--- config.mk ---
export PLATFORM = sky130hd
export DESIGN_NAME = dos_timestamp_to_filetime
export DESIGN_NICKNAME = d
export VERILOG_FILES = /design/src/rtl/dtf_pkg.sv /design/src/rtl/dtf_scale.sv /design/src/rtl/dos_timestamp_to_filetime.sv
export SDC_FILE = /design/constraint.sdc
export NUM_CORES = 1
export LEC_CHECK = 0
export BUFFER_PORTS_ARGS = -buffer_cell sky130_fd_sc_hd__buf_2
export CORE_AREA = 2 2 250 252
export DETAILED_ROUTE_END_ITERATION = 8
export DIE_AREA = 0 0 252 254
export GPL_TIMING_DRIVEN = 0
export PLACE_DENSITY = 0.62
export SYNTH_ARGS = -nofsm -noshare
export SYNTH_HDL_FRONTEND = slang
export SYNTH_SLANG_ARGS = --single-unit
--- constraint.sdc ---
create_clock -name clk -period 6.7 [get_ports clk]
set_input_delay 0.67 -clock clk [delete_from_list [all_inputs] [get_ports clk]]
set_output_delay 0.67 -clock clk [all_outputs]
set_load 0.03 [all_outputs]
--- src/rtl/dtf_pkg.sv ---
// Package: widths, calendar constants and the month-offset table for the FAT time converter.
package dtf_pkg;

  localparam int DATE_W  = 16;
  localparam int TIME_W  = 16;
  localparam int TICKS_W = 58;
  localparam int YEAR_W  = 8;
  localparam int DOY_W   = 9;
  localparam int TOD_W   = 17;
  localparam int DAYS_W  = 18;
  localparam int SECS_W  = 34;
  localparam int HALF_W  = 17;
  localparam int PROD_W  = 41;

  // Days from 1601-01-01 to 1 March of 1979, the first shifted year.
  localparam logic [DAYS_W-1:0] DAY_BASE      = 18'd138120;
  localparam logic [DAYS_W-1:0] DAYS_PER_YEAR = 18'd365;
  localparam logic [YEAR_W-1:0] CENTURY_SKIP  = 8'd121;
  localparam logic [SECS_W-1:0] SECS_PER_DAY  = 34'd86400;
  localparam logic [TOD_W-1:0]  SECS_PER_HOUR = 17'd3600;
  localparam logic [TOD_W-1:0]  SECS_PER_MIN  = 17'd60;
  localparam logic [PROD_W-1:0] TICKS_PER_SEC = 41'd10000000;

  typedef logic [TICKS_W-1:0] ticks_t;
  typedef logic [SECS_W-1:0]  secs_t;

  // Day of a March-based year on which each month starts.
  function automatic logic [DOY_W-1:0] month_start(input logic [3:0] mp);
    logic [DOY_W-1:0] r;
    case (mp)
      4'd0:    r = 9'd0;
      4'd1:    r = 9'd31;
      4'd2:    r = 9'd61;
      4'd3:    r = 9'd92;
      4'd4:    r = 9'd122;
      4'd5:    r = 9'd153;
      4'd6:    r = 9'd184;
      4'd7:    r = 9'd214;
      4'd8:    r = 9'd245;
      4'd9:    r = 9'd275;
      4'd10:   r = 9'd306;
      4'd11:   r = 9'd337;
      default: r = 9'd0;
    endcase
    return r;
  endfunction

endpackage

--- src/rtl/dtf_scale.sv ---
// Two-stage seconds to 100 ns tick scaler built from two half-width products.
module dtf_scale (
  input  logic              clk,
  input  logic              en,
  input  dtf_pkg::secs_t    secs,
  output dtf_pkg::ticks_t   ticks
);

  logic [dtf_pkg::PROD_W-1:0] prod_lo;
  logic [dtf_pkg::PROD_W-1:0] prod_hi;

  always_ff @(posedge clk) begin
    if (en) begin
      prod_lo <= dtf_pkg::PROD_W'(secs[dtf_pkg::HALF_W-1:0]) * dtf_pkg::TICKS_PER_SEC;
      prod_hi <= dtf_pkg::PROD_W'(secs[dtf_pkg::SECS_W-1:dtf_pkg::HALF_W])
                 * dtf_pkg::TICKS_PER_SEC;
      ticks   <= {prod_hi, {dtf_pkg::HALF_W{1'b0}}} + dtf_pkg::TICKS_W'(prod_lo);
    end
  end

endmodule

--- src/rtl/dos_timestamp_to_filetime.sv ---
// Top level: packed FAT date and time words to FILETIME ticks, five register stages.
// Throughput: one request per cycle; the whole pipeline holds while a shown result is stalled.
// Reset: synchronous rst clears every stage valid bit; data registers are not reset.
// Stall: a stalled result stalls the request in the same cycle, empty stages included.
module dos_timestamp_to_filetime (
  input  logic                           clk,
  input  logic                           rst,
  input  logic                           req_valid,
  output logic                           req_stall,
  input  logic [dtf_pkg::DATE_W-1:0]     dos_date,
  input  logic [dtf_pkg::TIME_W-1:0]     dos_time,
  output logic                           res_valid,
  input  logic                           res_stall,
  output logic [dtf_pkg::TICKS_W-1:0]    filetime_ticks
);

  logic [3:0] vld;
  logic       en;

  logic [6:0] year_off;
  logic [3:0] month;
  logic [4:0] day;
  logic [4:0] hour;
  logic [5:0] minute;
  logic [4:0] sec2;
  logic       late;
  logic [3:0] mp;
  logic       ok_in;

  logic                        ok1;
  logic [dtf_pkg::YEAR_W-1:0]  yp1;
  logic [dtf_pkg::DOY_W-1:0]   doy1;
  logic [dtf_pkg::TOD_W-1:0]   tod1;

  logic                        ok2;
  logic [dtf_pkg::DAYS_W-1:0]  days2;
  logic [dtf_pkg::TOD_W-1:0]   tod2;

  dtf_pkg::secs_t              secs3;

  assign en        = !(res_valid && res_stall);
  assign req_stall = !en;

  assign year_off = dos_date[15:9];
  assign month    = dos_date[8:5];
  assign day      = dos_date[4:0];
  assign hour     = dos_time[15:11];
  assign minute   = dos_time[10:5];
  assign sec2     = dos_time[4:0];

  assign late  = month > 4'd2;
  assign mp    = late ? month - 4'd3 : month + 4'd9;
  assign ok_in = (month >= 4'd1) && (month <= 4'd12) && (day != 5'd0) &&
                 (hour <= 5'd23) && (minute <= 6'd59) && (sec2 <= 5'd29);

  always_ff @(posedge clk) begin
    if (rst) begin
      vld       <= '0;
      res_valid <= 1'b0;
    end else if (en) begin
      vld       <= {vld[2:0], req_valid};
      res_valid <= vld[3];
    end
  end

  // Stage 1: unpack, range check, day of shifted year and second of day.
  always_ff @(posedge clk) begin
    if (en) begin
      ok1  <= ok_in;
      yp1  <= {1'b0, year_off} + dtf_pkg::YEAR_W'(late);
      doy1 <= dtf_pkg::month_start(mp) + dtf_pkg::DOY_W'(day) - 9'd1;
      tod1 <= dtf_pkg::TOD_W'(hour) * dtf_pkg::SECS_PER_HOUR +
              dtf_pkg::TOD_W'(minute) * dtf_pkg::SECS_PER_MIN +
              dtf_pkg::TOD_W'({sec2, 1'b0});
    end
  end

  // Stage 2: day count since 1601-01-01.
  always_ff @(posedge clk) begin
    if (en) begin
      ok2   <= ok1;
      tod2  <= tod1;
      days2 <= dtf_pkg::DAY_BASE + dtf_pkg::DAYS_W'(yp1) * dtf_pkg::DAYS_PER_YEAR +
               dtf_pkg::DAYS_W'((dtf_pkg::DOY_W'(yp1) + 9'd3) >> 2) -
               dtf_pkg::DAYS_W'(yp1 >= dtf_pkg::CENTURY_SKIP) +
               dtf_pkg::DAYS_W'(doy1);
    end
  end

  // Stage 3: seconds since 1601-01-01, zero for a rejected request.
  always_ff @(posedge clk) begin
    if (en) begin
      secs3 <= ok2 ? dtf_pkg::SECS_W'(days2) * dtf_pkg::SECS_PER_DAY +
                     dtf_pkg::SECS_W'(tod2)
                   : '0;
    end
  end

  // Stages 4 and 5: scale to ticks.
  dtf_scale u_scale (
    .clk   (clk),
    .en    (en),
    .secs  (secs3),
    .ticks (filetime_ticks)
  );

endmodule

==> summary.txt, run 1 <==
Status
  – Run status: finished clean

Timing
  – Number of setup violations in the final report: 0
  – Final Hold Slack: 268 ps
  – Final hold violation count: 0
  – Sum of negative setup slack: 0 ps
  – Final clock period utilization by the worst path: 0.914
  – Unrepaired setup endpoints after global routing: false
  – Post-layout minimum cycle time: 6120 ps
  – Tightest Pin Transition: 837 ps
  – Pins Over Slew Limit: 0
  – Worst-case headroom to the max-slew limit: 0.442
  – Final clock skew: 21.2 ps
  – Max Freq: 163 MHz

Clock network
  – TritonCTS buffer count: 29
  – Master cell of the clock root buffer: clkbuf_16
  – Post-cts gate resize count: 0
  – Maximum number of buffers from clock root to sink: 3
  – Clock tree sinks: 224
  – CTS clock-pin slew for the worst setup and hold paths: 60 ps
  – H-Tree Depth: 1
  – Cts-stage hold buffer count: 0
  – TritonCTS clock tree: built
  – Buffer count from post-CTS setup fixing: 0
  – Clock network latency to the later pin of the worst-skew pair: 590 ps

Drt
  – Antenna-violating nets left: 0
  – DRT Pass-1 Iters: 4
  – Total detailed-routing wirelength: 48.8 mm
  – Routed wire length per instance: 14.0 µm
  – Number of DRC markers in iteration 0: 432
  – Total number of vias: 17100
  – Post-detailed-route via-to-cell ratio: 4.92
  – Remaining DRCs: 0

GRT
  – Wire length of the first global-routing pass: 83.5 mm
  – Total grt overflow: 0
  – Global router's overall resource usage: 0.158
  – Antenna violations before repair: 0
  – Maximum number of pins on one net before global-route repair: 115
  – Number of global-route vias before repair: 18000

Die
  – Initial standard-cell utilization of the core: 0.435
  – Number of rows in the core area: 91
  – Horiz. Die Dim: 252 µm
  – Core outline area: 61300 µm²
  – Die ar.: 64000 µm²
  – Die Y-Extent: 254 µm
  – Ports: 96

Cells and area
  – Net count, final: 3509
  – Share of cells above drive strength 1: 0.0666
  – Post-route non-filler standard cell count: 3479
  – Finished layout cell area: 29100 µm²
  – Area added between synthesis and finish: 9.15%
  – Final antenna diode count: 0

Placed design
  – Area after DPL: 28200 µm²
  – Quantity of I/O buffers inserted on ports: 85
  – Placed Instances: 3426
  – Post-detail-place hpwl: 41.0 mm
  – Placer Congestion: 0.856

Min path
  – Worst Hold End: tod1[1]
  – Worst hold path depth: 1
  – Min-delay src: dos_time[0]
  – Type of the worst min-delay path: input port to flip-flop

Yosys
  – Cell taking the most area after synthesis: ha_1
  – Share of flip-flops with an asynchronous set or reset after synthesis: 0
  – Synthesized netlist cell count: 2543
  – Yosys warnings: 0
  – Leading post-synthesis cells by cell area: ha_1, edfxtp_1, fa_1
  – Area share of the leading cell type in the synthesized netlist: 0.267
  – Sequential share of the synthesized area: 0.250
  – Number of flip-flops and latches in the synthesized netlist: 224
  – Post-Synthesis Mean Instance Area: 10.5 µm²
  – Netlist Area Pre-Place: 26700 µm²
  – Number of flops mapped to enable cells by yosys: 219
  – Count of cell types in the netlist: 79
  – Most frequent cells after synthesis: inv_1, ha_1, fa_1, edfxtp_1, xnor2_1
  – Predominant post-synthesis flop cell: edfxtp_1
  – Most instantiated library cell after synthesis: inv_1

Job
  – Max capacitance violation total: 0

Critical path
  – Launching point of the worst reg2reg path: secs3[14]
  – Critical path startpoint category: flip-flop
  – FF-to-FF End: u_scale.prod_lo[40]
  – Arrival time of the worst setup path: 6470 ps
  – Flop2flop setup slack: 580 ps
  – Critical path type: flip-flop to flip-flop
  – CP Max Fanout: 6
  – Required @ worst endpoint: 7040 ps
  – Type of destination of the critical path: flip-flop
  – Depth of the most critical reg-to-reg path: 19
[cells by family (layout without fill, tap and decap cells)]
| family | count (synthesis) | count (layout) | share of synthesized area |
|---|---|---|---|
| compound gates | 345 | 345 | 0.0873 |
| xor+xnor | 181 | 181 | 0.0603 |
| fa+ha+maj | 806 | 806 | 0.445 |
| buf+inv | 609 | 748 | 0.0870 |
| flops | 224 | 224 | 0.250 |
| mux | 3 | 3 | 0.00113 |
| other cells | 1 | 8 | 0.000141 |
| simple gates | 374 | 374 | 0.0693 |
[critical path, stage by stage (launching register included)]
cell and delay, ps:
edfxtp_1 550, ha_1 390, ha_1 290, inv_1 50, fa_1 490, inv_1 50
fa_1 460, fa_1 520, fa_1 490, ha_1 390, a21o_1 200, a21o_1 180
a21o_1 190, a41o_1 240, a31o_2 240, o31ai_1 340, a31o_2 260, o2111ai_1 130
a21oi_1 180, xnor2_1 230
[through the flow]
| stage | util | setup slack (ps) |
|---|---|---|
| floorplan | - | 1240 |
| global placement | 0.459 | 613 |
| detailed placement | 0.460 | 528 |
| CTS | 0.475 | 508 |
| global route | 0.475 | 149 |
| finish | 0.475 | 575 |
[how the worst max path moves through the flow]
stage | endpoint | start | slack, ps
detailed placement | days2[16] | yp1[0] | 530
floorplan | u_scale.prod_lo[40] | secs3[13] | 1240
global placement | u_scale.prod_lo[40] | secs3[13] | 610
global route | days2[16] | yp1[7] | 150
CTS | days2[16] | yp1[0] | 510
finish | u_scale.prod_lo[40] | secs3[14] | 580
[final cells by class]
class | count | area, µm²
plain buffers | 24 | 124
clock buffers | 29 | 726
clock inverters | 24 | 231
inverters | 585 | 2200
fillers | 5700 | 32100
multi-input cells | 1717 | 17700
well taps | 790 | 988
repair buffers | 86 | 453
flip-flops and latches | 224 | 6680
[routing by layer]
metal	GRT usage	up-vias	share of wire
li1	-	8731	-
met1	0.194	8163	0.45
met2	0.289	163	0.50
met3	0.0194	65	0.028
met4	0.0434	0	0.024
met5	0	-	0
[sequential cells by signal, summed over array words and instances (netlist names)]
register         flops
u_scale.ticks       50
u_scale.prod_hi     34
secs3               33
u_scale.prod_lo     33
days2               18
tod1                16
tod2                16
doy1                 9
yp1                  8
vld                  4
ok1                  1
ok2                  1
res_valid            1
[cells in the final DEF, fill, tap and decap left out, types with 49 or more instances in the layout]
cell type	n
xnor2_1	125
buf_2	88
xor2_1	53
a21o_1	55
nand2_1	91
o21ai_0	49
edfxtp_1	219
ha_1	570
a21oi_1	119
inv_1	585
nor2_1	101
fa_1	236
Power of run 1 is left out: the tool's default activity adds up to more than one toggle a clock period on the data nets, which glitch-free logic cannot reach.
==> inputs of run 2 (changes only) <==
- CAP_MARGIN: not set -> 20
- RECOVER_POWER: not set -> 50
==> summary.txt, run 2 (synthesis gave the netlist of run 1 again) <==
Status
  – Run status: finished, violations left (was finished clean)
  – Violations in the final reports: max-capacitance violations, max-slew violations

Clock network
  – Cts-stage hold buffer count: 0 (unchanged)
  – CTS clock-pin slew for the worst setup and hold paths: 60 ps (about the same)
  – Clock tree sinks: 224 (unchanged)
  – Post-cts gate resize count: 0 (unchanged)
  – Master cell of the clock root buffer: clkbuf_16 (unchanged)
  – H-Tree Depth: 1 (unchanged)
  – Clock network latency to the later pin of the worst-skew pair: 590 ps (about the same)
  – TritonCTS clock tree: built (unchanged)
  – TritonCTS buffer count: 29 (unchanged)
  – Maximum number of buffers from clock root to sink: 3 (unchanged)
  – Buffer count from post-CTS setup fixing: 0 (unchanged)

Critical path
  – Critical path type: flip-flop to flip-flop (unchanged)
  – Type of destination of the critical path: flip-flop (unchanged)
  – Maximum single-stage delay on the critical path: 540 ps (was 550 ps)
  – Depth of the most critical reg-to-reg path: 22 (was 19)
  – Most frequent cell on the critical path: a21oi_1 (was fa_1)
  – CP Max Fanout: 7 (was 6)
  – Flop2flop setup slack: 570 ps (was 580 ps)
  – Launching point of the worst reg2reg path: yp1[0] (was secs3[14])
  – FF-to-FF End: days2[16] (was u_scale.prod_lo[40])
  – Buffer and inverter count on the worst path: 3 (was 2)
  – Required @ worst endpoint: 7030 ps (was 7040 ps)
  – Arrival time of the worst setup path: 6460 ps (was 6470 ps)
  – Critical path startpoint category: flip-flop (unchanged)
  – Top Family by Delay on Critical Path: adder cells (unchanged)
  – Cells along the critical path: inv_1, ha_1, nand2b_1, a21oi_1, o21ai_0, ha_1, ha_1, inv_1, fa_1, fa_1, inv_1, fa_1, a21o_1, a21oi_1, o21bai_1, a21oi_1, o21bai_1, a311oi_1, nor3_1, or3b_2, a21oi_1, xnor2_1 (was ha_1, ha_1, inv_1, fa_1, inv_1, fa_1, fa_1, fa_1, ha_1, a21o_1, a21o_1, a21o_1, a41o_1, a31o_2, o31ai_1, a31o_2, o2111ai_1, a21oi_1, xnor2_1)
  – Critical-path top delay cell: edfxtp_1 (unchanged)

Drt
  – Routed wire length per instance: 14.0 µm (about the same)
  – Total detailed-routing wirelength: 48.8 mm (about the same)
  – Remaining DRCs: 0 (unchanged)
  – Number of DRC markers in iteration 0: 435 (was 432)
  – Antenna-violating nets left: 0 (unchanged)
  – DRT Pass-1 Iters: 4 (unchanged)
  – Post-detailed-route via-to-cell ratio: 4.93 (was 4.92)
  – Total number of vias: 17100 (about the same)

Die
  – Core outline area: 61300 µm² (unchanged)
  – Die Y-Extent: 254 µm (unchanged)
  – Initial standard-cell utilization of the core: 0.435 (unchanged)
  – Number of rows in the core area: 91 (unchanged)
  – Die ar.: 64000 µm² (unchanged)
  – Horiz. Die Dim: 252 µm (unchanged)
  – Ports: 96 (unchanged)

GRT
  – Wire length of the first global-routing pass: 83.5 mm (unchanged)
  – Maximum number of pins on one net before global-route repair: 115 (unchanged)
  – Total grt overflow: 0 (unchanged)
  – Number of global-route vias before repair: 18000 (unchanged)
  – Global router's overall resource usage: 0.158 (unchanged)
  – Antenna violations before repair: 0 (unchanged)

Cells and area
  – Final antenna diode count: 0 (unchanged)
  – Flip-flop count of the largest register after layout: 50 (unchanged)
  – Share of cells above drive strength 1: 0.0469 (was 0.0666)
  – Final core utilization: 0.474 (was 0.475)
  – Net count, final: 3509 (unchanged)
  – Most frequent standard cell in the layout excluding fill and tap cells: inv_1 (unchanged)
  – Register with the most flip-flops: u_scale.ticks (unchanged)
  – Most frequent cells in the layout: inv_1, ha_1, fa_1, edfxtp_1, xnor2_1 (unchanged)
  – Largest registers ranked by flip-flop count: u_scale.ticks x50, u_scale.prod_hi x34 (unchanged)
  – Filler instances: 5746 (was 5700)
  – Area added between synthesis and finish: 8.77% (was 9.15%)

Timing
  – Unrepaired setup endpoints after global routing: false (unchanged)
  – Final hold violation count: 0 (unchanged)
  – Number of setup violations in the final report: 0 (unchanged)
  – Final clock period utilization by the worst path: 0.915 (was 0.914)
  – Worst-case headroom to the max-slew limit: -1.90 (was 0.442)
  – Pins Over Slew Limit: 139 (was 0)
  – Tightest Pin Transition: 4330 ps (was 837 ps)
  – Post-layout minimum cycle time: 6130 ps (was 6120 ps)
  – Final clock skew: 21.5 ps (was 21.2 ps)
  – Max Freq: 163 MHz (about the same)
  – Sum of negative setup slack: 0 ps (unchanged)

Placed design
  – Placer Congestion: 0.856 (unchanged)
  – Post-detail-place hpwl: 41.0 mm (unchanged)
  – Quantity of I/O buffers inserted on ports: 85 (unchanged)

Min path
  – Min-delay src: dos_time[0] (unchanged)
  – Worst Hold End: tod1[1] (unchanged)
  – Worst hold path depth: 1 (unchanged)
  – Type of the worst min-delay path: input port to flip-flop (unchanged)

Job
  – Max capacitance violation total: 1 (was 0)
==> run 2: worst reg2reg max path: stages (launching register included) <==
cell and delay, ps:
edfxtp_1 540, inv_1 150, ha_1 280, nand2b_1 100, a21oi_1 60, o21ai_0 540
ha_1 290, ha_1 240, inv_1 90, fa_1 420, fa_1 540, inv_1 60
fa_1 430, a21o_1 180, a21oi_1 210, o21bai_1 90, a21oi_1 230, o21bai_1 150
a311oi_1 470, nor3_1 100, or3b_2 450, a21oi_1 180, xnor2_1 90
==> run 2: worst max-delay path by stage <==
stage	startpoint	depth (start not counted)	endpoint	slack, ps
floorplan	secs3[13]	19	u_scale.prod_lo[40]	1240
global placement	secs3[13]	19	u_scale.prod_lo[40]	610
detailed placement	yp1[0]	22	days2[16]	530
CTS	yp1[0]	22	days2[16]	510
global route	yp1[7]	21	days2[16]	150
finish	yp1[0]	22	days2[16]	570
==> run 2: cell type report <==
class                      instances  area (µm²)  share of cell area
clock inverter                    24         231             0.00798
buffer                            24         124             0.00427
clock buffer                      29         726              0.0250
multi-input combinational       1717       17700               0.610
tap                              790         988              0.0341
timing repair buffer              86         368              0.0127
inverter                         585        2200              0.0757
sequential                       224        6680               0.230
==> run 2: through the flow <==
| step | hold slack, ps | instances | setup slack, ps | instance area [µm²] |
|---|---|---|---|---|
| floorplan | 400 | 2550 | 1240 | 26700 |
| global placement | 402 | 3425 | 613 | 28100 |
| detailed placement | 405 | 3426 | 528 | 28200 |
| CTS | 234 | 3479 | 508 | 29100 |
| global route | 240 | 3479 | 149 | 29000 |
| finish | 271 | 3479 | 572 | 29000 |
==> run 2: routing by layer <==
layer / share of wire / vias to the layer above / GRT usage
met1: 0.45 / 8172 / 0.194
met2: 0.50 / 165 / 0.289
met5: 0 / - / 0
li1: - / 8730 / -
met4: 0.024 / 0 / 0.0434
met3: 0.028 / 69 / 0.0194
Power of run 2 is left out for the same reason.
==> inputs of run 3 (changes only) <==
- BUFFER_PORTS_ARGS: -buffer_cell sky130_fd_sc_hd__buf_2 -> not set
- DONT_BUFFER_PORTS: not set -> 1
- PLACE_DENSITY: 0.62 -> 0.6
==> summary.txt, run 3 (synthesis gave the netlist of run 1 again) <==
GRT
  – Maximum number of pins on one net before global-route repair: 115 (unchanged)
  – Antenna violations before repair: 0 (unchanged)
  – Number of global-route vias before repair: 17500 (was 18000)
  – Total grt overflow: 0 (unchanged)
  – Global router's overall resource usage: 0.154 (was 0.158)
  – Wire length of the first global-routing pass: 81.6 mm (was 83.5 mm)

Timing
  – Final hold violation count: 0 (unchanged)
  – Worst-case headroom to the max-slew limit: -0.830 (was -1.90)
  – Number of setup violations in the final report: 0 (unchanged)
  – Final clock skew: 26.8 ps (was 21.5 ps)
  – Unrepaired setup endpoints after global routing: false (unchanged)
  – Pins Over Slew Limit: 115 (was 139)
  – Sum of negative setup slack: 0 ps (unchanged)
  – Max Freq: 161 MHz (was 163 MHz)
  – Post-layout minimum cycle time: 6200 ps (was 6130 ps)
  – Final clock period utilization by the worst path: 0.925 (was 0.915)
  – Tightest Pin Transition: 2750 ps (was 4330 ps)

Drt
  – Antenna-violating nets left: 0 (unchanged)
  – Remaining DRCs: 0 (unchanged)
  – Total detailed-routing wirelength: 48.4 mm (was 48.8 mm)
  – Post-detailed-route via-to-cell ratio: 4.93 (about the same)
  – Total number of vias: 16700 (was 17100)
  – Routed wire length per instance: 14.3 µm (was 14.0 µm)
  – DRT Pass-1 Iters: 4 (unchanged)
  – Number of DRC markers in iteration 0: 496 (was 435)

Critical path
  – Top Family by Delay on Critical Path: adder cells (unchanged)
  – Arrival time of the worst setup path: 6500 ps (was 6460 ps)
  – Most frequent cell on the critical path: a21oi_1 (unchanged)
  – Type of destination of the critical path: flip-flop (unchanged)
  – Flop2flop setup slack: 500 ps (was 570 ps)
  – Maximum single-stage delay on the critical path: 560 ps (was 540 ps)
  – Critical-path top delay cell: o21ai_0 (was edfxtp_1)
  – CP Max Fanout: 7 (unchanged)
  – Critical path type: flip-flop to flip-flop (unchanged)
  – Required @ worst endpoint: 7000 ps (was 7030 ps)
  – Buffer and inverter count on the worst path: 3 (unchanged)
  – Cells along the critical path: inv_1, ha_1, nand2b_1, a21oi_1, o21ai_0, ha_1, ha_1, inv_1, fa_1, fa_1, inv_1, fa_1, a21o_1, a21oi_1, o21bai_1, a21oi_1, o21bai_1, a311oi_1, nor3_1, or3b_2, a21oi_1, xnor2_1 (unchanged)
  – Critical path startpoint category: flip-flop (unchanged)

Cells and area
  – Share of cells above drive strength 1: 0.0346 (was 0.0469)
  – Net count, final: 3424 (was 3509)
  – Area added between synthesis and finish: 7.29% (was 8.77%)
  – Register with the most flip-flops: u_scale.ticks (unchanged)
  – Largest registers ranked by flip-flop count: u_scale.ticks x50, u_scale.prod_hi x34 (unchanged)
  – Filler instances: 5644 (was 5746)
  – Most frequent standard cell in the layout excluding fill and tap cells: inv_1 (unchanged)
  – Final antenna diode count: 0 (unchanged)
  – Flip-flop count of the largest register after layout: 50 (unchanged)
  – Most frequent cells in the layout: inv_1, ha_1, fa_1, edfxtp_1, xnor2_1 (unchanged)

Clock network
  – Maximum number of buffers from clock root to sink: 3 (unchanged)
  – Cts-stage hold buffer count: 0 (unchanged)
  – Buffer count from post-CTS setup fixing: 0 (unchanged)
  – Clock tree sinks: 224 (unchanged)
  – Clock network latency to the later pin of the worst-skew pair: 570 ps (was 590 ps)
  – Master cell of the clock root buffer: clkbuf_16 (unchanged)
  – CTS clock-pin slew for the worst setup and hold paths: 60 ps (about the same)
  – Post-cts gate resize count: 0 (unchanged)
  – TritonCTS clock tree: built (unchanged)
  – TritonCTS buffer count: 29 (unchanged)
  – H-Tree Depth: 1 (unchanged)

Die
  – Die Y-Extent: 254 µm (unchanged)
  – Core outline area: 61300 µm² (unchanged)
  – Ports: 96 (unchanged)
  – Number of rows in the core area: 91 (unchanged)
  – Horiz. Die Dim: 252 µm (unchanged)
  – Initial standard-cell utilization of the core: 0.435 (unchanged)
  – Die ar.: 64000 µm² (unchanged)

Placed design
  – Quantity of I/O buffers inserted on ports: 0 (was 85)
  – Placer Congestion: 0.849 (was 0.856)
  – Post-detail-place hpwl: 40.6 mm (was 41.0 mm)

Status
  – Run status: finished, violations left (unchanged)
  – Violations in the final reports: max-capacitance violations, max-slew violations (unchanged)

Min path
  – Type of the worst min-delay path: input port to flip-flop (unchanged)

Job
  – Max capacitance violation total: 1 (unchanged)
[run 3: final cells by class]
| cell class | instances | area (µm²) | share of cell area |
|---|---|---|---|
| Sequential cell | 224 | 6680 | 0.233 |
| Timing Repair Buffer | 1 | 5.00 | 0.000175 |
| Multi-Input combinational cell | 1717 | 17700 | 0.619 |
| Clock buffer | 31 | 733 | 0.0256 |
| Tap cell | 790 | 988 | 0.0345 |
| Clock inverter | 21 | 175 | 0.00612 |
| Buffer | 24 | 124 | 0.00433 |
| Inverter | 585 | 2200 | 0.0767 |
[run 3: through the flow]
step / util / std cells / setup slack [ps] / hold slack [ps] / instance area [µm²]
2_1_floorplan: - / 2550 / 1240 / 400 / 26700
3_3_place_gp: 0.452 / 3340 / 607 / 401 / 27700
3_5_place_dp: 0.453 / 3341 / 498 / 405 / 27700
4_1_cts: 0.468 / 3393 / 460 / 146 / 28600
5_1_grt: 0.467 / 3393 / 228 / 146 / 28600
6_report: 0.467 / 3393 / 504 / 180 / 28600
[run 3: routing by layer]
layer	wire [µm]	GRT usage
met5	0	0
met4	969	0.0347
met3	1190	0.0189
met2	24100	0.282
met1	22100	0.193
[run 3: worst reg2reg max path, delay by kind of cell (launching register included)]
| family | cells | cell delay [ps] |
|---|---|---|
| adders and majority gates | 6 | 2190 |
| AOI/OAI and AO/OA | 9 | 2180 |
| and+or+nand+nor | 3 | 640 |
| DFF | 1 | 550 |
| buffers and inverters | 3 | 300 |
| xor gates and xnor gates | 1 | 80 |
[run 3: worst paths after layout]
kind                       start  depth (start not counted)                end
max                       yp1[0]                         22          days2[16]
min                          rst                          1             vld[2]
max reg2reg               yp1[0]                         22          days2[16]
min reg2reg  u_scale.prod_lo[18]                          0  u_scale.ticks[18]
Power of run 3 is left out for the same reason.
